`src/hw/rtl/c2p_pkg.sv`:
```
// ----------------------------------------------------------------------------
// c2p_pkg
// Types, constants and tables shared by the cartesian-to-polar CORDIC pipeline.
// ----------------------------------------------------------------------------
package c2p_pkg;

    localparam int DATA_W    = 16;
    localparam int FRAC_BITS = 40 - DATA_W;
    localparam int X_W       = 42;
    localparam int Z_W       = 32;
    localparam int ANG_SHIFT = Z_W - DATA_W;
    localparam int GAIN_W    = 20;
    localparam int MAX_ITER  = 24;
    localparam int MIN_ITER  = 8;

    typedef struct packed {
        logic signed [DATA_W-1:0] coord_x;
        logic signed [DATA_W-1:0] coord_y;
    } point_t;

    typedef struct packed {
        logic        [DATA_W-1:0] magnitude;
        logic signed [DATA_W-1:0] angle;
    } polar_t;

    // vector in flight through the rotation stages
    typedef struct packed {
        logic                  zero;
        logic signed [X_W-1:0] x;
        logic signed [X_W-1:0] y;
        logic        [Z_W-1:0] z;
    } vec_t;

    // atan(2^-i), full circle = 2^32
    localparam logic [Z_W-1:0] ATAN_TABLE [MAX_ITER] = '{
        32'h20000000, 32'h12E4051E, 32'h09FB385B, 32'h051111D4,
        32'h028B0D43, 32'h0145D7E1, 32'h00A2F61E, 32'h00517C55,
        32'h0028BE53, 32'h00145F2F, 32'h000A2F98, 32'h000517CC,
        32'h00028BE6, 32'h000145F3, 32'h0000A2FA, 32'h0000517D,
        32'h000028BE, 32'h0000145F, 32'h00000A30, 32'h00000518,
        32'h0000028C, 32'h00000146, 32'h000000A3, 32'h00000051
    };

    // inverse CORDIC gain in Q20 for a given rotation count
    function automatic logic [GAIN_W-1:0] inv_gain(input int n);
        logic [GAIN_W-1:0] g;
        case (n)
            8:       g = 20'd636757;
            9:       g = 20'd636752;
            default: g = 20'd636751;
        endcase
        return g;
    endfunction

endpackage

```
`src/hw/rtl/c2p_stage.sv`:
```
// ----------------------------------------------------------------------------
// c2p_stage
// One registered CORDIC vectoring micro-rotation, shift fixed by STAGE.
// ----------------------------------------------------------------------------
module c2p_stage
    import c2p_pkg::*;
#(
    parameter int STAGE = 0
)
(
    input  logic clk,
    input  logic rst_n,
    input  logic src_valid,
    input  vec_t src_vec,
    output logic dst_valid,
    output vec_t dst_vec
);

    logic                  valid_reg;
    vec_t                  vec_reg;
    vec_t                  vec_next;
    logic signed [X_W-1:0] x_cur;
    logic signed [X_W-1:0] y_cur;
    logic signed [X_W-1:0] xs;
    logic signed [X_W-1:0] ys;

    always_comb
    begin
        x_cur = src_vec.x;
        y_cur = src_vec.y;
        xs    = x_cur >>> STAGE;
        ys    = y_cur >>> STAGE;
        vec_next.zero = src_vec.zero;
        if (!y_cur[X_W-1])
        begin
            vec_next.x = x_cur + ys;
            vec_next.y = y_cur - xs;
            vec_next.z = src_vec.z + ATAN_TABLE[STAGE];
        end
        else
        begin
            vec_next.x = x_cur - ys;
            vec_next.y = y_cur + xs;
            vec_next.z = src_vec.z - ATAN_TABLE[STAGE];
        end
    end

    always_ff @(posedge clk or negedge rst_n)
    begin
        if (!rst_n)
        begin
            valid_reg <= 1'b0;
        end
        else
        begin
            valid_reg <= src_valid;
        end
    end

    always_ff @(posedge clk)
    begin
        vec_reg <= vec_next;
    end

    assign dst_valid = valid_reg;
    assign dst_vec   = vec_reg;

endmodule

```
`config.mk`:
```
export PLATFORM = sky130hd
export DESIGN_NAME = c2p_stage
export DESIGN_NICKNAME = d
export VERILOG_FILES = /design/src/hw/rtl/c2p_pkg.sv /design/src/hw/rtl/c2p_stage.sv
export SDC_FILE = /design/constraint.sdc
export NUM_CORES = 1
export LEC_CHECK = 0
export BUFFER_PORTS_ARGS = -buffer_cell sky130_fd_sc_hd__buf_4
export CAP_MARGIN = 20
export CORE_ASPECT_RATIO = 2
export CORE_MARGIN = 4
export CORE_UTILIZATION = 40
export DETAILED_ROUTE_END_ITERATION = 8
export PLACE_DENSITY = 0.69
export SLEW_MARGIN = 20
export SYNTH_ARGS = -nofsm -noshare
export SYNTH_HDL_FRONTEND = slang
export SYNTH_SLANG_ARGS = --single-unit
```
`constraint.sdc`:
```
create_clock -name clk -period 1.09 [get_ports clk]
set_input_delay 0.0545 -clock clk [delete_from_list [all_inputs] [get_ports clk]]
set_output_delay 0.0545 -clock clk [all_outputs]
set_load 0.005 [all_outputs]
```
# After elaboration in Yosys (flattened, before gate mapping)
# Cells that the tools add are included.
[totals]
regBits = 118
[classes]
addsub = 5
mux = 1
[ops]
columns = ["cell", "count"]
rows = [
  ["$mux 116", 1],
  ["$sub 42x42->42", 2],
  ["$add 42x42->42", 1],
  ["$add 32x30->32 const B", 1],
  ["$sub 32x30->32 const B", 1],
]

# Depth between registers and ports, before layout
[depth]
ltp_word = 2
mapped_depth = 13
mapped_depth_nobuf = 12

# Worst setup path after synthesis
# Ideal clock, no wire load.
[synth_path]
path_type = "input to register"
start = "input src_vec[32] in the netlist's numbering"
end = "register vec_reg, in the netlist dst_vec[62]"
setup_ns = 0.130
t_arrival_ns = 2.409
required_ns = 0.960
path_slack_ns = -1.449
path_stages = 11
cell_sequence = "ha_1 > fa_1 > nor2b_1 > o21ai_0 > a211o_2 > a31oi_4 > or3_4 > a221oi_4 > o21a_1 > mux2i_1 > xnor2_1"
[synth_rtl]
columns = ["element", "line", "source"]
rows = [
  ["from (decl)", "c2p_stage.sv:14", "input vec_t src_vec,"],
  ["to (signal assigned)", "c2p_stage.sv:62", "vec_reg <= vec_next;"],
  ["to (decl)", "c2p_stage.sv:20", "vec_t vec_reg;"],
]

==> results.txt <==
----------------------------------------------------
[Timing]
  RSZ-0062 raised after global routing ... true
  Transition time at the pin with the least slew margin ... 0.9368 ns
  Final-report max-slew violation count ... 0
  Max Clock Freq ... ~0.40 GHz
  Hold violation count in the final report ... 0
  Max-slew headroom ... 37.27%
  Smallest setup slack after layout ... -1.429 ns
  Crit share post-route ... 231.1%
  Crit path time final ... 2.519 ns
  Setup violators final ... 82

[Setup path]
  Required time of the worst setup path ... approximately 1.5 ns
  Top delay family on crit path ... compound AO/OA/AOI/OAI gates
  Max FO, Critical Path ... 7
  Library cell contributing the largest single delay on the critical path ... sky130_fd_sc_hd__o21ai_0
  Path type of the worst setup path ... in -> reg
  Crit end category ... register
  Worst setup SP type ... input port
  Worst stage delay on the critical path ... roughly 0.67 ns
  Critical path buffers and inverters ... 4
  Number of cells on the critical path ... 14
  Cells traversed along the worst timing path ... buf_8, inv_4, ha_4, buf_6, buf_4, nand2_1, o21ai_0, a211oi_1, o31ai_1, a31oi_2, o21ai_2, a2111oi_0, a31oi_1, xnor2_1
  Worst Path Arrival ... between 2 and 3 ns

[Power]
  Switching power share of the total ... 37.67%
  Cell Int Power ... 15.37 mW
  Leakage power summed over all cells ... a little under 10 nW
  Comb pwr share ... roughly 53%
  Max rail drop VDD ... 1.134 mV
  Total power per unit cell area ... 1149 nW/um2
  Part of the power in the clock network ... 24.7%
  Fraction of power consumed by sequential logic ... 22.2%
  Switching Power ... 9.290 mW

[Synth]
  Distinct cell type count of the synthesized netlist ... 93
  Mapped Avg Cell Area ... 7.767 um2
  Sequential share of the synthesized area ... ~22%
  Number of enable-type register cells in the synthesized netlist ... 0
  Number of synthesized register bits ... 117
  Synthesized cell area ... 10770 um2
  Yosys warnings ... 0
  Post-Syn Instances ... roughly 1400
  Syn Nets ... 1649
  Proportion of register bits with asynchronous set or reset after synthesis ... 0.8547%
  Prevailing post-synth register cell ... sky130_fd_sc_hd__dfxtp_1

[Global routing]
  Global-route usage over all layers ... slightly below 40%
  Congestion Overflow GR ... 0
  Largest net degree at the start of global routing ... 29
  Global-route wire length before repair ... between 80000 and 90000 um
  Antenna violations before repair ... 0
  Vias in the first global route ... 15730

[Floorplanning]
  Die H ... 240.0 um
  Initial standard-cell utilization of the core ... between 40% and 50%
  Std-Cell Core Area ... 26380 um2
  # rows ... 84
  Die Area ... 29760 um2
  Die W ... 124 um
  Num ports ... 238

[Min path]
  Hold Path Cell Cnt ... 4
  Path class of the lowest-slack min-delay path ... in -> reg

[Job]
  Max-capacitance violation count ... 0

[Routing]
  DRC violation total after the first TritonRoute iteration ... between 1000 and 1500
  Number of routed nets with antenna violations ... 0
  Wirelength, routed ... 65090 um
  Vias after detailed routing ... 15230
  Routed wire length per instance ... 24.86 um
  Number of detailed-route iterations in the first pass ... 7
  Detailed-route vias per instance ... 5.818
  Remaining routing DRC violations ... 0

[Placement]
  Pre-CTS setup slack ... -1.644 ns
  Total half-perimeter wirelength after legalization and detailed placement ... 44370 um
  IO buf count ... between 200 and 250
  Placer's final routability congestion estimate ... around 1.0
  Dpl cell area ... 17650 um2

[CTS]
  H-Tree Depth ... 4
  Number of clock sinks seen by CTS ... 117
  CTS tree ... yes
  Total clock buffers created by CTS ... 17
  Buffer levels on the longest clock path ... 2
  Clock edge transition at the registers on the reported setup and hold paths ... ~0.07 ns
  Cell at the root of the clock tree ... sky130_fd_sc_hd__clkbuf_16

[Layout]
  Layout cell share with drive strength beyond 1 ... 56.97%
  Final Net Count ... 2523
  Area added between synthesis and finish ... 99.45%
  Leading cell type in the layout, fill and taps excluded ... sky130_fd_sc_hd__buf_4
  Most frequent cells in the layout ... 769 x sky130_fd_sc_hd__buf_4, 114 x sky130_fd_sc_hd__dfxtp_1, 107 x sky130_fd_sc_hd__a21oi_1
  Utilization after layout ... 81.39%
  Total non-filler cell area in the finished layout ... 21470 um2

[Outcome]
  Violations in the final reports ... negative setup slack
  Outcome ... complete, but fails checks

----------------------------------------------------
==> per-stage QoR <==
step | TNS, ns | hold WS, ns | instances | total power, mW
global route | -71.48 | 0.04111 | 2617 | 25.38
finish | -69.85 | 0.02540 | 2618 | 24.66
detailed placement | -99.84 | -0.1678 | 2455 | 15.68
global placement | -98.32 | -0.1706 | 2455 | 15.53
floorplan | -56.73 | -0.2411 | 1386 | 9.859
CTS | -54.95 | 0.006752 | 2583 | 23.22
==> power groups by stage <==
stage / Clock, mW / Sequential [mW] / Combinational (mW)
after floorplan: 0 / 5.51 / 4.35
after global placement: 0 / 5.51 / 10.0
after detailed placement: 0 / 5.52 / 10.2
after CTS: 6.05 / 5.44 / 11.7
after global routing: 6.26 / 5.53 / 13.6
final: 6.08 / 5.48 / 13.1
==> area by class of cell <==
| class | count | area (um2) |
|---|---|---|
| inverters | 138 | 631.9 |
| well taps | 344 | 430.4 |
| diodes | 1 | 2.502 |
| flip-flops and latches | 117 | 2350 |
| clock buffers | 18 | 439.2 |
| repair buffers | 919 | 7533 |
| fillers | 1618 | 4908 |
| multi-input cells | 1067 | 9910 |
| clock inverters | 14 | 175.2 |
==> cells by family (layout without fill, tap and decap cells) <==
logic type      Yosys count  in the layout  share of synthesized area (%)
compound gates          490            490                          28.98
xor+xnor                 77             77                          6.264
fa+ha+maj               143            143                          16.90
buf+inv                 202           1089                          8.508
flops                   117            117                          21.80
mux                      27             27                          2.522
other cells               0              1                              0
simple gates            330            330                          15.03
==> flip-flops by register name, indices dropped and copies added, names as in the netlist <==
register	flops
dst_vec	116
dst_valid	1
==> layer usage <==
| metal | GRT usage (%) | up-vias | part of all wire [%] |
|---|---|---|---|
| met4 | 40.09 | 0 | 13 |
| met5 | 0 | - | 0 |
| met3 | 6.874 | 485 | 6.7 |
| met2 | 71.84 | 902 | 50 |
| met1 | 33.12 | 7171 | 30 |
| li1 | - | 6674 | - |
==> timing repair <==
action,CTS,global route
endpoints found under the hold margin,37,1
resized for setup,332,135
buffers inserted,67,41
pin swaps,152,122
cloned,2,0
setup endpoints to repair,77,81
hold buffers,37,1
==> worst paths after layout <==
path / start / to
worst max-delay path: src_vec[36] / dst_vec[66]
worst min-delay path: src_vec[75] / dst_vec[75]
max in group asynchronous: rst_n / dst_valid
min in group asynchronous: rst_n / dst_valid
==> cell usage after synthesis, types with 14 or more instances <==
cell	count	area, um2
sky130_fd_sc_hd__a211oi_1	22	165.2
sky130_fd_sc_hd__a21o_1	29	217.7
sky130_fd_sc_hd__a21oi_1	181	905.9
sky130_fd_sc_hd__clkbuf_1	30	112.6
sky130_fd_sc_hd__dfxtp_1	116	2322
sky130_fd_sc_hd__ha_1	139	1739
sky130_fd_sc_hd__inv_1	133	499.2
sky130_fd_sc_hd__mux2i_1	26	260.3
sky130_fd_sc_hd__nand2_1	87	326.6
sky130_fd_sc_hd__nand3_1	29	145.1
sky130_fd_sc_hd__nand4_1	22	137.6
sky130_fd_sc_hd__nor2_1	94	352.8
sky130_fd_sc_hd__nor3_1	26	130.1
sky130_fd_sc_hd__o21ai_0	101	505.5
sky130_fd_sc_hd__o21bai_1	20	150.1
sky130_fd_sc_hd__o31ai_1	14	105.1
sky130_fd_sc_hd__xnor2_1	73	639.4
(Power assumes the default switching activity.)
