### config.mk
export PLATFORM = sky130hd
export DESIGN_NAME = c2p_scale
export DESIGN_NICKNAME = d
export VERILOG_FILES = /design/src/hw/rtl/c2p_pkg.sv /design/src/hw/rtl/c2p_scale.sv
export SDC_FILE = /design/constraint.sdc
export NUM_CORES = 1
export LEC_CHECK = 0
export BUFFER_PORTS_ARGS = -buffer_cell sky130_fd_sc_hd__buf_2
export CAP_MARGIN = 20
export CORE_MARGIN = 2
export CORE_UTILIZATION = 55
export CTS_BUF_LIST = sky130_fd_sc_hd__clkbuf_16
export DETAILED_ROUTE_END_ITERATION = 12
export PLACE_DENSITY = 0.76
export SYNTH_ARGS = -nofsm -noshare
export SYNTH_HDL_FRONTEND = slang
export SYNTH_SLANG_ARGS = --single-unit
### constraint.sdc
create_clock -name clk -period 3.9 [get_ports clk]
set_input_delay 0.78 -clock clk [delete_from_list [all_inputs] [get_ports clk]]
set_output_delay 0.78 -clock clk [all_outputs]
set_load 0.005 [all_outputs]
### src/hw/rtl/c2p_pkg.sv
// ----------------------------------------------------------------------------
// c2p_pkg
// Types, constants and tables shared by the cartesian-to-polar CORDIC pipeline.
// ----------------------------------------------------------------------------
package c2p_pkg;

    localparam int DATA_W    = 16;
    localparam int FRAC_BITS = 40 - DATA_W;
    localparam int X_W       = 42;
    localparam int Z_W       = 32;
    localparam int ANG_SHIFT = Z_W - DATA_W;
    localparam int GAIN_W    = 20;
    localparam int MAX_ITER  = 24;
    localparam int MIN_ITER  = 8;

    typedef struct packed {
        logic signed [DATA_W-1:0] coord_x;
        logic signed [DATA_W-1:0] coord_y;
    } point_t;

    typedef struct packed {
        logic        [DATA_W-1:0] magnitude;
        logic signed [DATA_W-1:0] angle;
    } polar_t;

    // vector in flight through the rotation stages
    typedef struct packed {
        logic                  zero;
        logic signed [X_W-1:0] x;
        logic signed [X_W-1:0] y;
        logic        [Z_W-1:0] z;
    } vec_t;

    // atan(2^-i), full circle = 2^32
    localparam logic [Z_W-1:0] ATAN_TABLE [MAX_ITER] = '{
        32'h20000000, 32'h12E4051E, 32'h09FB385B, 32'h051111D4,
        32'h028B0D43, 32'h0145D7E1, 32'h00A2F61E, 32'h00517C55,
        32'h0028BE53, 32'h00145F2F, 32'h000A2F98, 32'h000517CC,
        32'h00028BE6, 32'h000145F3, 32'h0000A2FA, 32'h0000517D,
        32'h000028BE, 32'h0000145F, 32'h00000A30, 32'h00000518,
        32'h0000028C, 32'h00000146, 32'h000000A3, 32'h00000051
    };

    // inverse CORDIC gain in Q20 for a given rotation count
    function automatic logic [GAIN_W-1:0] inv_gain(input int n);
        logic [GAIN_W-1:0] g;
        case (n)
            8:       g = 20'd636757;
            9:       g = 20'd636752;
            default: g = 20'd636751;
        endcase
        return g;
    endfunction

endpackage

### src/hw/rtl/c2p_scale.sv
// ----------------------------------------------------------------------------
// c2p_scale
// Gain removal and rounding: split partial products, then sum, round, clamp.
// ----------------------------------------------------------------------------
module c2p_scale
    import c2p_pkg::*;
#(
    parameter logic [GAIN_W-1:0] GAIN = 20'd636751
)
(
    input  logic   clk,
    input  logic   rst_n,
    input  logic   src_valid,
    input  vec_t   src_vec,
    output logic   done,
    output polar_t result
);

    localparam int LO_W   = 20;
    localparam int HI_W   = X_W - 1 - LO_W;
    localparam int PHI_W  = HI_W + GAIN_W;
    localparam int PLO_W  = LO_W + GAIN_W;
    localparam int SUM_W  = PHI_W + LO_W + 1;
    localparam int RSHIFT = FRAC_BITS + 20;
    localparam int MAG_W  = SUM_W - RSHIFT;

    logic              valid_a_reg;
    logic              zero_a_reg;
    logic [PHI_W-1:0]  phi_a_reg;
    logic [PLO_W-1:0]  plo_a_reg;
    logic [Z_W-1:0]    z_a_reg;
    logic [PHI_W-1:0]  phi_next;
    logic [PLO_W-1:0]  plo_next;
    logic [Z_W-1:0]    z_next;

    logic              done_reg;
    polar_t            result_reg;
    polar_t            result_next;
    logic [SUM_W-1:0]  sum;
    logic [MAG_W-1:0]  mag_full;

    always_comb
    begin
        phi_next = PHI_W'(src_vec.x[X_W-2:LO_W]) * PHI_W'(GAIN);
        plo_next = PLO_W'(src_vec.x[LO_W-1:0]) * PLO_W'(GAIN);
        z_next   = src_vec.z + (Z_W'(1) << (ANG_SHIFT - 1));
    end

    always_comb
    begin
        sum = {1'b0, phi_a_reg, {LO_W{1'b0}}} + SUM_W'(plo_a_reg)
            + (SUM_W'(1) << (RSHIFT - 1));
        mag_full = sum[SUM_W-1:RSHIFT];
        if (zero_a_reg)
        begin
            result_next.magnitude = '0;
            result_next.angle     = '0;
        end
        else
        begin
            if (mag_full > MAG_W'({DATA_W{1'b1}}))
            begin
                result_next.magnitude = '1;
            end
            else
            begin
                result_next.magnitude = mag_full[DATA_W-1:0];
            end
            result_next.angle = z_a_reg[Z_W-1:ANG_SHIFT];
        end
    end

    always_ff @(posedge clk or negedge rst_n)
    begin
        if (!rst_n)
        begin
            valid_a_reg <= 1'b0;
            done_reg    <= 1'b0;
        end
        else
        begin
            valid_a_reg <= src_valid;
            done_reg    <= valid_a_reg;
        end
    end

    always_ff @(posedge clk)
    begin
        zero_a_reg <= src_vec.zero;
        phi_a_reg  <= phi_next;
        plo_a_reg  <= plo_next;
        z_a_reg    <= z_next;
        result_reg <= result_next;
    end

    assign done   = done_reg;
    assign result = result_reg;

endmodule

After elaboration in Yosys (flattened, before gate mapping). Cells that the tools add are included. W data, S select, Z words.

Register bits after elaboration: 148.

Multiply operators: 2. Add/subtract/negate cells: 3. Muxes and demuxes: 1. Magnitude comparators: 1.

Operator list (number): $add A61 B40 Y62 (1); $add A62 B44 Y62 const B (1); $mul A21 B20 Y41 const B (1); $mul A20 B20 Y40 const B (1); $add A32 B16 Y32 const B (1); $gt A18 B16 Y1 const B (1); $mux W16 (1).

Logic depth before layout (Yosys ltp).
Depth in word-level cells: 4. Depth in mapped cells: 24.

Worst setup path after synthesis. Ideal clock, no wire load.

Kind: input port to flip-flop. Start point: input port src_vec[84] in the netlist's numbering. End point: register plo_a_reg[33]. Required time: 3781 ps. Setup slack: -2785 ps. Data arrival time: 6566 ps. Cell stages on the path: 21. Cell sequence: inv_1 fa_1 fa_1 fa_1 inv_1 fa_1 fa_1 fa_1 inv_1 fa_1 inv_1 ha_1 or3_1 o21ai_0 a31o_2 a41oi_1 a31oi_1 nor2b_1 o31a_1 o41a_1 xor2_1.

Cells in the longest elaborated chain, start to end: 1.

RTL lines: start, declared (RTL line c2p_scale.sv:14) `input vec_t src_vec,`; $mul A20 B20 Y40 (RTL line c2p_scale.sv:45) `plo_next = PLO_W'(src_vec.x[LO_W-1:0]) * PLO_W'(GAIN);`; via plo_next[33] (RTL line c2p_scale.sv:33) `logic [PLO_W-1:0] plo_next;`; end signal, assigned (RTL line c2p_scale.sv:91) `plo_a_reg <= plo_next;`; end, declared (RTL line c2p_scale.sv:30) `logic [PLO_W-1:0] plo_a_reg;`.

The timed path passes the listed nets, and every way through them passes these cells. A chain may end at the register's enable or synchronous reset.

Worst setup path in the final report.
Start point: input port src_vec[103] in the netlist's numbering. End point: register phi_a_reg[38].

Cells in the longest elaborated chain, start to end: 1.

RTL lines: $mul A21 B20 Y41 (RTL line c2p_scale.sv:44) `phi_next = PHI_W'(src_vec.x[X_W-2:LO_W]) * PHI_W'(GAIN);`; via phi_next[38] (RTL line c2p_scale.sv:32) `logic [PHI_W-1:0] phi_next;`; end signal, assigned (RTL line c2p_scale.sv:90) `phi_a_reg <= phi_next;`; end, declared (RTL line c2p_scale.sv:29) `logic [PHI_W-1:0] phi_a_reg;`.

The timed path passes the listed nets, and every way through them passes these cells.

==> results.txt <==
Status: finished, violations left
Failing checks: negative setup slack
# DRC: 0
Largest family of logic cells by synthesized area: adder cells
DRT Wirelength: 53,620 um
Cells after Synth: 1,992
Post-synthesis mux area share: 0.0009958
I/O pin total: 153
Post-synthesis xor/xnor area fraction: 0.03529
Fin nets: 3,399
CP Class: input pin to flip-flop
Most used routing layer: met2
Top cells by area, synth: fa_1, ha_1, inv_1, dfxtp_1, xnor2_1
Synthesized Nets: 2,870
Synthesized flop and latch total: 112
Startpoint Class: input pin
First-pass GRT wire length: 85,200 um
TritonRoute pass-1 iters: 5
CTS root buf: clkbuf_16
Multi-input gate area: 16,840 um2
Clock transition at path regs: 80 ps
Worst-Margin Slew: 604.6 ps
EDFF count, synth: 0
Initial antenna violation count: 0
Die Ht: 195.2 um
Async SR Flop Fraction: 0.01786
Synth warn: 0
Met2 Resource Use GR: 0.5315
Final setup fails: 55
Synthesized cell area: 20,100 um2
Chip Width: 195.2 um
Vias per cell: 5.159
Final Cycle Share: 1.662
Worst EP arrival: 6750 ps
Post-Synth Simple-Gate Area: 0.04998
GRT met3 Usage: 0.02694
Vias in the first global route: 17,560
Mean Syn Cell Area: 10.09 um2
Min cycle time layout: 6482 ps
Reg2Reg Capture Point: result[18]$_SDFF_PP0_
CTS Sinks: 112
Synth cell count leaders: inv_1, ha_1, fa_1
CORE AREA: 36,260 um2
Clk_skew: 11.83 ps
Site Rows: 70
Fillers: 2,350
Hold WC Path Type: input pin to async pin
Fmax: 154.3 MHz
Dominant cell type by area after synthesis: fa_1
Worst flop-to-flop path startpoint: phi_a_reg[7]$_DFF_P_
Hold_buf cts: 0
HPWL after DPL: 43,760 um
Flop-to-flop setup slack: 910 ps
Starting Density: 0.5544
Vias: 15,450
Top-count cell post-synth: inv_1
Global routing met1 resource utilization: 0.3294
CP endpoint kind: flip-flop
Largest net degree at the start of global routing: 33
Starting DRT DRC Count: 650
Compound-Gate Fraction of Synth Area: 0.06828
N_diodes: 0
Max Slew Vio Count: 0
Synth Flop Type: dfxtp_1
Synth Area in Adders: 0.6129
Synth cell types: 62
Routed Antenna Nets: 0
CTS buffer count: 9
Relative slew slack: 0.5964
Fraction of layout cells with a size suffix above 1: 0.3124
Clock Path Buffers: 2
Final setup margin: -2582 ps
CTS tree: built
WL/cell: 17.91 um
FF/Latch Area: 2252 um2
Sequential area share after synthesis: 0.1120
Number of flip-flops in the largest register: 41
Max cap viols: 0
Skew-Pair Late Insertion Delay: 370 ps
Worst EP required: 4160 ps
Gpl congestion: 0.9837
GRT Overall Usage: 0.2839
Post-Place Worst Slack: -3071 ps
Full die area: 38,100 um2
Global route overflow: 0
I/O Buffers: 94
Worst r2r path cells: 10
CTS H-tree depth: 3
Final hold vios: 0
RSZ-0062 raised after global routing: yes
Area Overhead vs Synth: 31.96%
Crit-path max FO: 3
Post-synth top area share: 0.3764
## cells in the final DEF (no fill, tap or decap), types with 6 or more instances in the layout
cell type,Yosys,final
a21o_1,43,43
a21oi_1,71,44
a21oi_2,1,21
a21oi_4,0,7
and3_1,8,7
buf_2,1,77
buf_4,1,381
buf_6,1,57
buf_8,0,12
clkbuf_16,0,9
clkinvlp_4,0,11
dfxtp_1,110,110
fa_1,378,359
fa_2,0,19
ha_1,380,326
ha_4,0,51
inv_1,628,572
inv_2,0,44
nand2_1,33,28
nand3_1,26,22
nand4_1,16,16
nor2_1,39,31
nor2b_1,25,23
nor3_1,12,8
o211ai_1,9,9
o21ai_0,19,9
o21ai_1,13,6
o21ai_2,0,10
o21ai_4,0,7
xnor2_1,50,43
xnor2_2,0,7
xor2_1,31,28
## kinds of logic after synthesis
kind of cell             after synthesis
XOR/XNOR                              81
AND/OR/NAND/NOR                      190
adder cells (fa/ha/maj)              758
flip-flops                           112
multiplexers                           2
buffers and inverters                642
AO/OA/AOI/OAI                        207
## critical path: stages
cell,delay [ps]
buf_8,80
clkinvlp_4,120
buf_6,150
fa_1,490
fa_1,430
fa_1,510
inv_2,40
fa_2,580
fa_1,460
fa_1,520
inv_2,40
fa_1,510
inv_2,50
ha_4,220
a21o_1,170
a21oi_2,170
o211ai_1,140
a31oi_2,280
o21a_1,250
nor2_2,70
o21a_1,210
o41a_1,320
xor2_1,150
## layer usage
metal / vias to the layer above / wire [um]
met5: - / 0
met4: 0 / 2728
met3: 160 / 1953
met2: 404 / 28800
met1: 7703 / 20130
li1: 7179 / -
## layout make-up
cell class | count | area share
clock buffers | 9 | 0.008490
clock inverters | 7 | 0.002688
inverters | 628 | 0.09051
multi-input cells | 1238 | 0.6347
flip-flops and latches | 112 | 0.08490
well taps | 468 | 0.02207
repair buffers | 532 | 0.1566
## stage by stage
stage / setup TNS [ps] / util / area [um2] / std cells / hold WS, ps
global placement: -127550 / 0.6729 / 24400 / 2918 / 343.7
floorplan: -101370 / - / 20570 / 1992 / 331.2
finish: -108980 / 0.7316 / 26530 / 2994 / 187.4
CTS: -104560 / 0.7147 / 25920 / 2974 / 172.6
global route: -117150 / 0.7316 / 26530 / 2994 / 173.5
detailed placement: -132900 / 0.6729 / 24400 / 2918 / 347.8
## worst max path at each step
stage	start	to	cells after the start
2_1_floorplan	src_vec[82]	plo_a_reg[33]$_DFF_P_	21
3_3_place_gp	src_vec[82]	plo_a_reg[32]$_DFF_P_	22
5_1_grt	src_vec[85]	plo_a_reg[32]$_DFF_P_	21
6_report	src_vec[103]	phi_a_reg[38]$_DFF_P_	23
4_1_cts	src_vec[104]	phi_a_reg[38]$_DFF_P_	22
3_5_place_dp	src_vec[83]	plo_a_reg[32]$_DFF_P_	22
## what timing repair did
action / CTS / global route
endpoints found under the setup margin: 55 / 55
setup buffers: 46 / 34
resized for setup: 203 / 105
pin swaps: 147 / 118
Power is not shown: default switching activity piles up to over one toggle a cycle in this logic, so the estimate is an artifact.
