File: src/hw/rtl/c2p_pkg.sv
// ----------------------------------------------------------------------------
// c2p_pkg
// Types, constants and tables shared by the cartesian-to-polar CORDIC pipeline.
// ----------------------------------------------------------------------------
package c2p_pkg;

    localparam int DATA_W    = 16;
    localparam int FRAC_BITS = 40 - DATA_W;
    localparam int X_W       = 42;
    localparam int Z_W       = 32;
    localparam int ANG_SHIFT = Z_W - DATA_W;
    localparam int GAIN_W    = 20;
    localparam int MAX_ITER  = 24;
    localparam int MIN_ITER  = 8;

    typedef struct packed {
        logic signed [DATA_W-1:0] coord_x;
        logic signed [DATA_W-1:0] coord_y;
    } point_t;

    typedef struct packed {
        logic        [DATA_W-1:0] magnitude;
        logic signed [DATA_W-1:0] angle;
    } polar_t;

    // vector in flight through the rotation stages
    typedef struct packed {
        logic                  zero;
        logic signed [X_W-1:0] x;
        logic signed [X_W-1:0] y;
        logic        [Z_W-1:0] z;
    } vec_t;

    // atan(2^-i), full circle = 2^32
    localparam logic [Z_W-1:0] ATAN_TABLE [MAX_ITER] = '{
        32'h20000000, 32'h12E4051E, 32'h09FB385B, 32'h051111D4,
        32'h028B0D43, 32'h0145D7E1, 32'h00A2F61E, 32'h00517C55,
        32'h0028BE53, 32'h00145F2F, 32'h000A2F98, 32'h000517CC,
        32'h00028BE6, 32'h000145F3, 32'h0000A2FA, 32'h0000517D,
        32'h000028BE, 32'h0000145F, 32'h00000A30, 32'h00000518,
        32'h0000028C, 32'h00000146, 32'h000000A3, 32'h00000051
    };

    // inverse CORDIC gain in Q20 for a given rotation count
    function automatic logic [GAIN_W-1:0] inv_gain(input int n);
        logic [GAIN_W-1:0] g;
        case (n)
            8:       g = 20'd636757;
            9:       g = 20'd636752;
            default: g = 20'd636751;
        endcase
        return g;
    endfunction

endpackage

File: src/hw/rtl/c2p_prerotate.sv
// ----------------------------------------------------------------------------
// c2p_prerotate
// Input register: folds the left half plane by pi and scales to fixed point.
// ----------------------------------------------------------------------------
module c2p_prerotate
    import c2p_pkg::*;
(
    input  logic   clk,
    input  logic   rst_n,
    input  logic   src_valid,
    input  point_t src_point,
    output logic   dst_valid,
    output vec_t   dst_vec
);

    logic                  valid_reg;
    vec_t                  vec_reg;
    vec_t                  vec_next;
    logic signed [X_W-1:0] x_ext;
    logic signed [X_W-1:0] y_ext;

    always_comb
    begin
        x_ext = {{(X_W-DATA_W){src_point.coord_x[DATA_W-1]}}, src_point.coord_x};
        y_ext = {{(X_W-DATA_W){src_point.coord_y[DATA_W-1]}}, src_point.coord_y};
        vec_next.zero = (src_point.coord_x == '0) && (src_point.coord_y == '0);
        if (src_point.coord_x[DATA_W-1])
        begin
            vec_next.x = (-x_ext) <<< FRAC_BITS;
            vec_next.y = (-y_ext) <<< FRAC_BITS;
            vec_next.z = {1'b1, {(Z_W-1){1'b0}}};
        end
        else
        begin
            vec_next.x = x_ext <<< FRAC_BITS;
            vec_next.y = y_ext <<< FRAC_BITS;
            vec_next.z = '0;
        end
    end

    always_ff @(posedge clk or negedge rst_n)
    begin
        if (!rst_n)
        begin
            valid_reg <= 1'b0;
        end
        else
        begin
            valid_reg <= src_valid;
        end
    end

    always_ff @(posedge clk)
    begin
        vec_reg <= vec_next;
    end

    assign dst_valid = valid_reg;
    assign dst_vec   = vec_reg;

endmodule

File: config.mk
export PLATFORM = sky130hd
export DESIGN_NAME = c2p_prerotate
export DESIGN_NICKNAME = d
export VERILOG_FILES = /design/src/hw/rtl/c2p_pkg.sv /design/src/hw/rtl/c2p_prerotate.sv
export SDC_FILE = /design/constraint.sdc
export NUM_CORES = 1
export LEC_CHECK = 0
export BUFFER_PORTS_ARGS = -buffer_cell sky130_fd_sc_hd__buf_2
export CAP_MARGIN = 25
export CORE_MARGIN = 1.5
export CORE_UTILIZATION = 43
export CTS_CLUSTER_SIZE = 12
export DETAILED_ROUTE_END_ITERATION = 7
export GPL_ROUTABILITY_DRIVEN = 0
export PLACE_DENSITY = 0.85
export SLEW_MARGIN = 40
export SYNTH_ARGS = -nofsm -noshare
export SYNTH_HDL_FRONTEND = slang
export SYNTH_SLANG_ARGS = --single-unit
File: constraint.sdc
create_clock -name clk -period 0.8 [get_ports clk]
set_clock_uncertainty 0.05 [all_clocks]
set_input_delay 0.16 -clock clk [delete_from_list [all_inputs] [get_ports clk]]
set_output_delay 0.16 -clock clk [all_outputs]
set_load 0.03 [all_outputs]
* Word level (Yosys, flattened, before mapping)
Index checks and enable logic that the tools add are counted.
** Cells by class
- Add/sub/neg operators :: 2
- Multiplexer cells :: 1
- Reduce and logical (&&, ||, !) cells :: 3
** Operators by type and width (number)
- $mux 113 :: 1
- $neg 16->18 :: 2
- $logic_not 16->1 :: 2
- $logic_and 1x1->1 :: 1
** Word-level totals
- Bits in registers :: 118
- Input port bits :: 35
- Output and inout bits :: 118
- Logic and storage cells :: 12

* Logic depth before layout (Yosys ltp)
Gate-level depths: netlist (run 1).
- Word-level depth :: 2
- Depth in mapped cells :: 6
- Gate-level depth less buffers :: 6

* Worst setup path before layout (run 1)
OpenSTA, ideal clock, no wires.
- Path kind :: input to register
- Start point :: input port src_point[25] (netlist name)
- End point :: register vec_reg, in the netlist dst_vec[111]
- Library setup time :: 0.072 ns
- Data arrival time :: 1.383 ns
- Required time :: 0.678 ns
- Path slack :: -0.705 ns
- Cell stages on the path :: 4
- Path buffers :: 0
- Path through :: or4_4 > or3_4 > o31ai_4 > xnor2_1
** RTL lines
- start: declaration :: line c2p_prerotate.sv:11 : input point_t src_point,
- end signal: assignment :: line c2p_prerotate.sv:55 : vec_reg <= vec_next;
- end: declaration :: line c2p_prerotate.sv:17 : vec_t vec_reg;

==> results of run 1 <==
worst max-delay path by stage:
stage | to | cells after the start
3_5_place_dp | dst_vec[111] | 5
3_3_place_gp | dst_vec[111] | 5
5_1_grt | dst_vec[111] | 5
6_report | dst_vec[111] | 5
2_1_floorplan | dst_vec[111] | 4
4_1_cts | dst_vec[111] | 5
flip-flops by register name, summed over array words and instances, names as in the netlist:
name,flops
dst_valid,1
dst_vec,38
area by class of cell:
class,instances,share of cell area [%]
Clock buffer,7,2.222
Clock inverter,1,0.8743
Inverter,4,0.9472
Multi-Input combinational cell,174,38.54
Sequential cell,39,24.23
Tap cell,52,1.894
Timing Repair Buffer,120,31.29
cells by family after synthesis:
family                   after synthesis
adder cells (fa/ha/maj)                2
flip-flops                            39
AO/OA/AOI/OAI                         24
AND/OR/NAND/NOR                       40
other                                  1
XOR/XNOR                              27
buffers and inverters                 86
cells in the mapped netlist:
library cell / n
a21boi_0: 1
and3_1: 1
and4_1: 1
buf_4: 79
clkbuf_1: 3
conb_1: 1
dfrtp_1: 1
dfxtp_1: 38
ha_1: 2
inv_1: 4
nand2_1: 13
nand2b_1: 8
nor2_1: 5
nor2b_1: 1
nor3_1: 3
nor4_1: 4
o21ai_0: 11
o21ai_1: 3
o31ai_1: 5
o31ai_4: 1
o41ai_1: 3
or3_4: 1
or4_1: 1
or4_4: 2
xnor2_1: 26
xor2_1: 1
timing repair:
action	4_1_cts	5_1_grt
endpoints found under the setup margin	65	66
resized for setup	163	25
hold endpoints to repair	4	1
buffers inserted	8	2
pin swaps	23	15
power by group through the flow:
stage               registers (uW)  logic, uW  clock network [uW]
finish                        2270       2120                1630
global route                  2280       2200                1720
global placement              2200       1600                   0
detailed placement            2210       1630                   0
floorplan                     2590       1040                   0
CTS                           2250       1960                1610
stage by stage:
| step | cells | utilization, % | setup TNS, ns | area, sq um |
|---|---|---|---|---|
| 2_1_floorplan | 299 | - | -8.477 | 2469 |
| 6_report | 397 | 76.76 | -14.45 | 3435 |
| 3_5_place_dp | 376 | 57.21 | -16.05 | 2560 |
| 5_1_grt | 397 | 76.76 | -15.49 | 3435 |
| 3_3_place_gp | 376 | 57.21 | -15.33 | 2560 |
| 4_1_cts | 395 | 73.13 | -12.64 | 3272 |
critical path, stage by stage:
cell and delay (ns):
buf_6 0.10, or4_4 0.53, or3_4 0.37, o31ai_4 0.23, xnor2_1 0.15
layer usage:
layer  share of wire, %  global-route usage [%]  routed length [um]  vias up
met5                  0                       0                   0        -
met4                2.5                   11.32                 166        0
met3                9.2                   5.278                 624       14
met2                 54                   41.67                3676      139
met1                 34                   23.81                2305      874
li1                   -                       -                   -      805
==> reports/metrics.csv, run 1 <==
stage;metric;value;unit
die;Initial Util;45.89;%
power_and_ir_drop;Clock power frac;27.0;%
yosys;post-synthesis cell type count;26;
yosys;Mapped Area;2053;sq um
setup_path;critical path class;input port to register;
grt;first-pass GRT wire length;8.763;mm
yosys;Post-Synth Simple-Gate Area;10.73;%
clock_tree;CTS max path bufs;2;
clock_tree;Worst-path clk slew;0.08;ns
route;Vias;1832;
sta;max_slew headroom;53.64;%
yosys;largest family of logic cells by synthesized area;buffers and inverters;
finish;Final nets;381;
grt;vias in the first global route;1686;
finish;most frequent cells in the layout;conb_1, buf_6, dfxtp_2, buf_4, buf_2;
route;drt drc;0;
sta;post-layout min period;1.388;ns
setup_path;crit end category;register;
yosys;Mapped Cells;219;
hold_path;Hold Path Stages;2;
grt;largest net degree at the start of global routing;24;
yosys;Synth area leaders;dfxtp_1, buf_4, xnor2_1, o21ai_0, nand2b_1;
yosys;post-synthesis compound-gate area fraction;7.922;%
outcome;status;finished with violations;
sta;endpoints failing hold;0;
power_and_ir_drop;Peak VDD IR;0.8108;mV
flow_run;Max-Cap Viols;0;
clock_tree;Hold Buf Count CTS;3;
die;Die H;72.10;um
power_and_ir_drop;Comb power frac;35.3;%
placement;DP Wirelength;3.344;mm
die;core area;4474;sq um
power_and_ir_drop;Switch Pwr;2148;uW
route;Avg WL per Cell;17.06;um
yosys;area leader, netlist;dfxtp_1;
route;Iter 0 DRT Violations;105;
setup_path;CP Launch Point;src_point[25];
yosys;sequential share of the synthesized area;38.27;%
clock_tree;clock sinks;39;
grt;antenna violations before repair;0;
yosys;Adder-Cell Fraction of Synth Area;1.219;%
grt;GRT Residual Overflow;0;
sta;Period Utilization, post-route;173.5;%
sta;post-route setup slack;-0.5880;ns
power_and_ir_drop;Int Power;3866;uW
finish;Layout area overhead;67.28;%
die;full die area;5198;sq um
finish;Layout fillers;251;
grt;gr usage total;22.55;%
sta;setup violators final;62;
power_and_ir_drop;Flop pwr share;37.7;%
placement;Placement Setup Slack;-0.9030;ns
outcome;violated checks;setup timing;
placement;Buffers on Ports;73;
power_and_ir_drop;P_leak;0.001607;uW
die;FP Rows;24;
power_and_ir_drop;switch share;35.72;%
die;Ports;153;
yosys;post-synthesis register bit count;39;
route;Detailed Routing Iterations Pass 1;4;
yosys;xor/xnor cell area share of the yosys netlist;11.52;%
yosys;Synth top area share;37.05;%
finish;ant diodes;0;
sta;max-slew violations;0;
setup_path;Critical Path Start Type;input port;
finish;FF+latch area;832.0;sq um
yosys;mux cell area share after synthesis;0;%
route;drt via density;4.615;
finish;commonest non-fill, non-tap cell in the layout;conb_1;
hold_path;min-delay src;src_point[10];
route;Total Routed Length;6.773;mm
setup_path;Arrival @ worst endpoint;1.55;ns
hold_path;Hold Crit Class;input port to register;
sta;worst-margin pin slew;0.6891;ns
setup_path;data required time of the worst path;0.96;ns
finish;share of layout cells above drive strength 1;60.58;%
yosys;synth warn;0;
hold_path;Hold Path End;dst_vec[66];
finish;area of the multi-input gates;1324;sq um
sta;final hold slack;0.003427;ns
sta;f_max;720.4;MHz
die;Die Width;72.10;um
yosys;mean post-synth cell area;9.375;sq um
power_and_ir_drop;PnR Total Power;6014;uW
power_and_ir_drop;PD cells;1751;nW/um^2
setup_path;crit-path max FO;2;
clock_tree;CTS Root Cell;clkbuf_8;
clock_tree;CTS tree;built;
route;post-route ant nets;0;
clock_tree;# H-tree levels;2;
sta;RSZ-0062 raised after global routing;yes;
clock_tree;Inserted Clock Buffers;5;
No activity file was read; power rests on OpenSTA's default activity.
==> run 2: changes to the inputs <==
--- a/config.mk
+++ b/config.mk
@@ -13,6 +13,8 @@
 export DETAILED_ROUTE_END_ITERATION = 7
 export GPL_ROUTABILITY_DRIVEN = 0
 export PLACE_DENSITY = 0.85
+export SETUP_SLACK_MARGIN = 0.5
+export SKIP_CTS_REPAIR_TIMING = 1
 export SLEW_MARGIN = 40
 export SYNTH_ARGS = -nofsm -noshare
 export SYNTH_HDL_FRONTEND = slang
==> run 2 against run 1 <==
  * The run ends with hold timing, setup timing left
  * Setup slack better by 0.011 ns
  * Sequential cell count stayed put
  * Power is 0.29% higher
  * Maximum frequency is 0.78% higher
  * Largest power group unchanged
==> reports/metrics.csv, run 2 (same netlist as run 1, synthesis figures left out) <==
stage;metric;value;unit;change
power_and_ir_drop;PnR Total Power;6031;uW;+0.29%
placement;Buffers on Ports;73;;unchanged
route;Vias;1768;;-3.5%
clock_tree;# H-tree levels;2;;unchanged
die;Initial Util;45.89;%;unchanged
power_and_ir_drop;PD cells;1618;nW/um^2;-7.6%
grt;vias in the first global route;1373;;-19%
grt;largest net degree at the start of global routing;20;;-17%
placement;Post-DP Area;2815;sq um;+10%
sta;setup violators final;62;;unchanged
outcome;violated checks;hold timing, setup timing;;
sta;post-layout min period;1.377;ns;-0.01069 ns
route;Total Routed Length;5.951;mm;-12%
die;Ports;153;;unchanged
grt;antenna violations before repair;0;;unchanged
outcome;status;finished with violations;;
setup_path;Arrival @ worst endpoint;1.54;ns;about the same
sta;max_slew headroom;66.17;%;+13 points
grt;first-pass GRT wire length;6.058;mm;-31%
hold_path;Hold Crit Class;input port to asynchronous set/reset pin;;
die;Die Width;72.10;um;unchanged
placement;DP Wirelength;3.431;mm;+2.6%
sta;worst-margin pin slew;0.5028;ns;-0.1863 ns
power_and_ir_drop;P_leak;0.001723;uW;+7.2%
finish;commonest non-fill, non-tap cell in the layout;conb_1;;
sta;f_max;726.0;MHz;+0.78%
power_and_ir_drop;Peak VDD IR;1.191;mV;+47%
setup_path;data required time of the worst path;0.97;ns;about the same
route;Avg WL per Cell;14.95;um;-12%
setup_path;Critical Path Start Type;input port;;
clock_tree;CTS tree;built;;
sta;endpoints failing hold;4;;+4
setup_path;crit-path max FO;2;;unchanged
die;full die area;5198;sq um;unchanged
setup_path;critical path class;input port to register;;
die;core area;4474;sq um;unchanged
route;drt via density;4.442;;-3.7%
die;FP Rows;24;;unchanged
placement;Placed Instances;381;;+1.3%
grt;GRT Residual Overflow;0;;unchanged
grt;gr usage total;15.12;%;-7.4 points
clock_tree;Inserted Clock Buffers;5;;unchanged
route;post-route ant nets;0;;unchanged
die;Die H;72.10;um;unchanged
finish;max reg flops;38;;unchanged
route;drt drc;0;;unchanged
finish;most frequent cells in the layout;conb_1, buf_6, dfxtp_4;;
finish;share of layout cells above drive strength 1;65.90;%;+5.3 points
finish;Layout area overhead;81.54;%;
finish;final non-filler cell area;3727;sq um;+8.5%
clock_tree;CTS max path bufs;2;;unchanged
route;Detailed Routing Iterations Pass 1;4;;unchanged
finish;ant diodes;0;;unchanged
clock_tree;clock sinks;39;;unchanged
finish;non-filler instance count after layout;398;;+0.25%
flow_run;Max-Cap Viols;0;;unchanged
clock_tree;CTS Root Cell;clkbuf_8;;
sta;max-slew violations;0;;unchanged
sta;RSZ-0062 raised after global routing;yes;;
sta;post-route setup slack;-0.5774;ns;+0.01069 ns
route;Iter 0 DRT Violations;97;;-7.6%
finish;Final nets;382;;+0.26%
sta;final hold slack;-0.4129;ns;-0.4163 ns
sta;Period Utilization, post-route;172.2;%;-1.3 points
clock_tree;Worst-path clk slew;0.08;ns;about the same
setup_path;crit end category;register;;
-- run 2: cell types whose count changed in the layout (fill, tap and decap cells not counted), sizes merged --
cell         previous run  this run
buf                   117       120
inv                     4         2
clkbuf                  7         6
dlygate4sd3             3         0
clkinv                  0         4
-- run 2: worst paths after layout --
kind	start	slack [ns]	endpoint
hold / removal	rst_n	-0.41	dst_valid
max in group asynchronous	rst_n	1.02	dst_valid
setup / recovery	src_point[25]	-0.58	dst_vec[111]
min in group clk	src_valid	-0.07	dst_valid
-- run 2: power breakdown --
group          switching (uW)  internal, uW  leakage (uW)  total, uW
clock                     682           913     0.0000556       1600
combinational            1360           851       0.00132       2210
sequential               98.0          2130      0.000344       2230
total                    2140          3890       0.00172       6030
-- run 2: final cells by class --
type                       count  area [sq um]
timing repair buffer         121          1175
tap                           52         65.06
clock buffer                   5         68.82
multi-input combinational    174          1389
clock inverter                 3         38.79
fill                         224         747.0
inverter                       4         65.06
sequential                    39         925.9
-- run 2: critical path: stages --
cell and delay [ns]:
buf_6 0.09, or4_4 0.54, or3_4 0.37, o31ai_4 0.23
xnor2_1 0.15
-- run 2: metrics by stage --
step | TNS (ns) | hold WS [ns] | utilization (%) | worst slack (ns)
floorplan | -8.530 | -0.1856 | - | -0.7052
global placement | -15.77 | -0.1157 | 62.92 | -0.8205
detailed placement | -16.54 | -0.1141 | 62.92 | -0.8657
CTS | -16.23 | -0.4199 | 65.32 | -0.5557
global route | -15.97 | -0.4292 | 83.31 | -0.5940
finish | -14.52 | -0.4129 | 83.31 | -0.5774
-- run 2: metal layers --
layer / GRT usage, % / vias to the layer above / share of wire (%)
met5: 0 / - / 0
met3: 4.167 / 17 / 7.1
met1: 15.81 / 834 / 34
li1: - / 809 / -
met2: 28.81 / 108 / 56
met4: 5.241 / 0 / 3.0
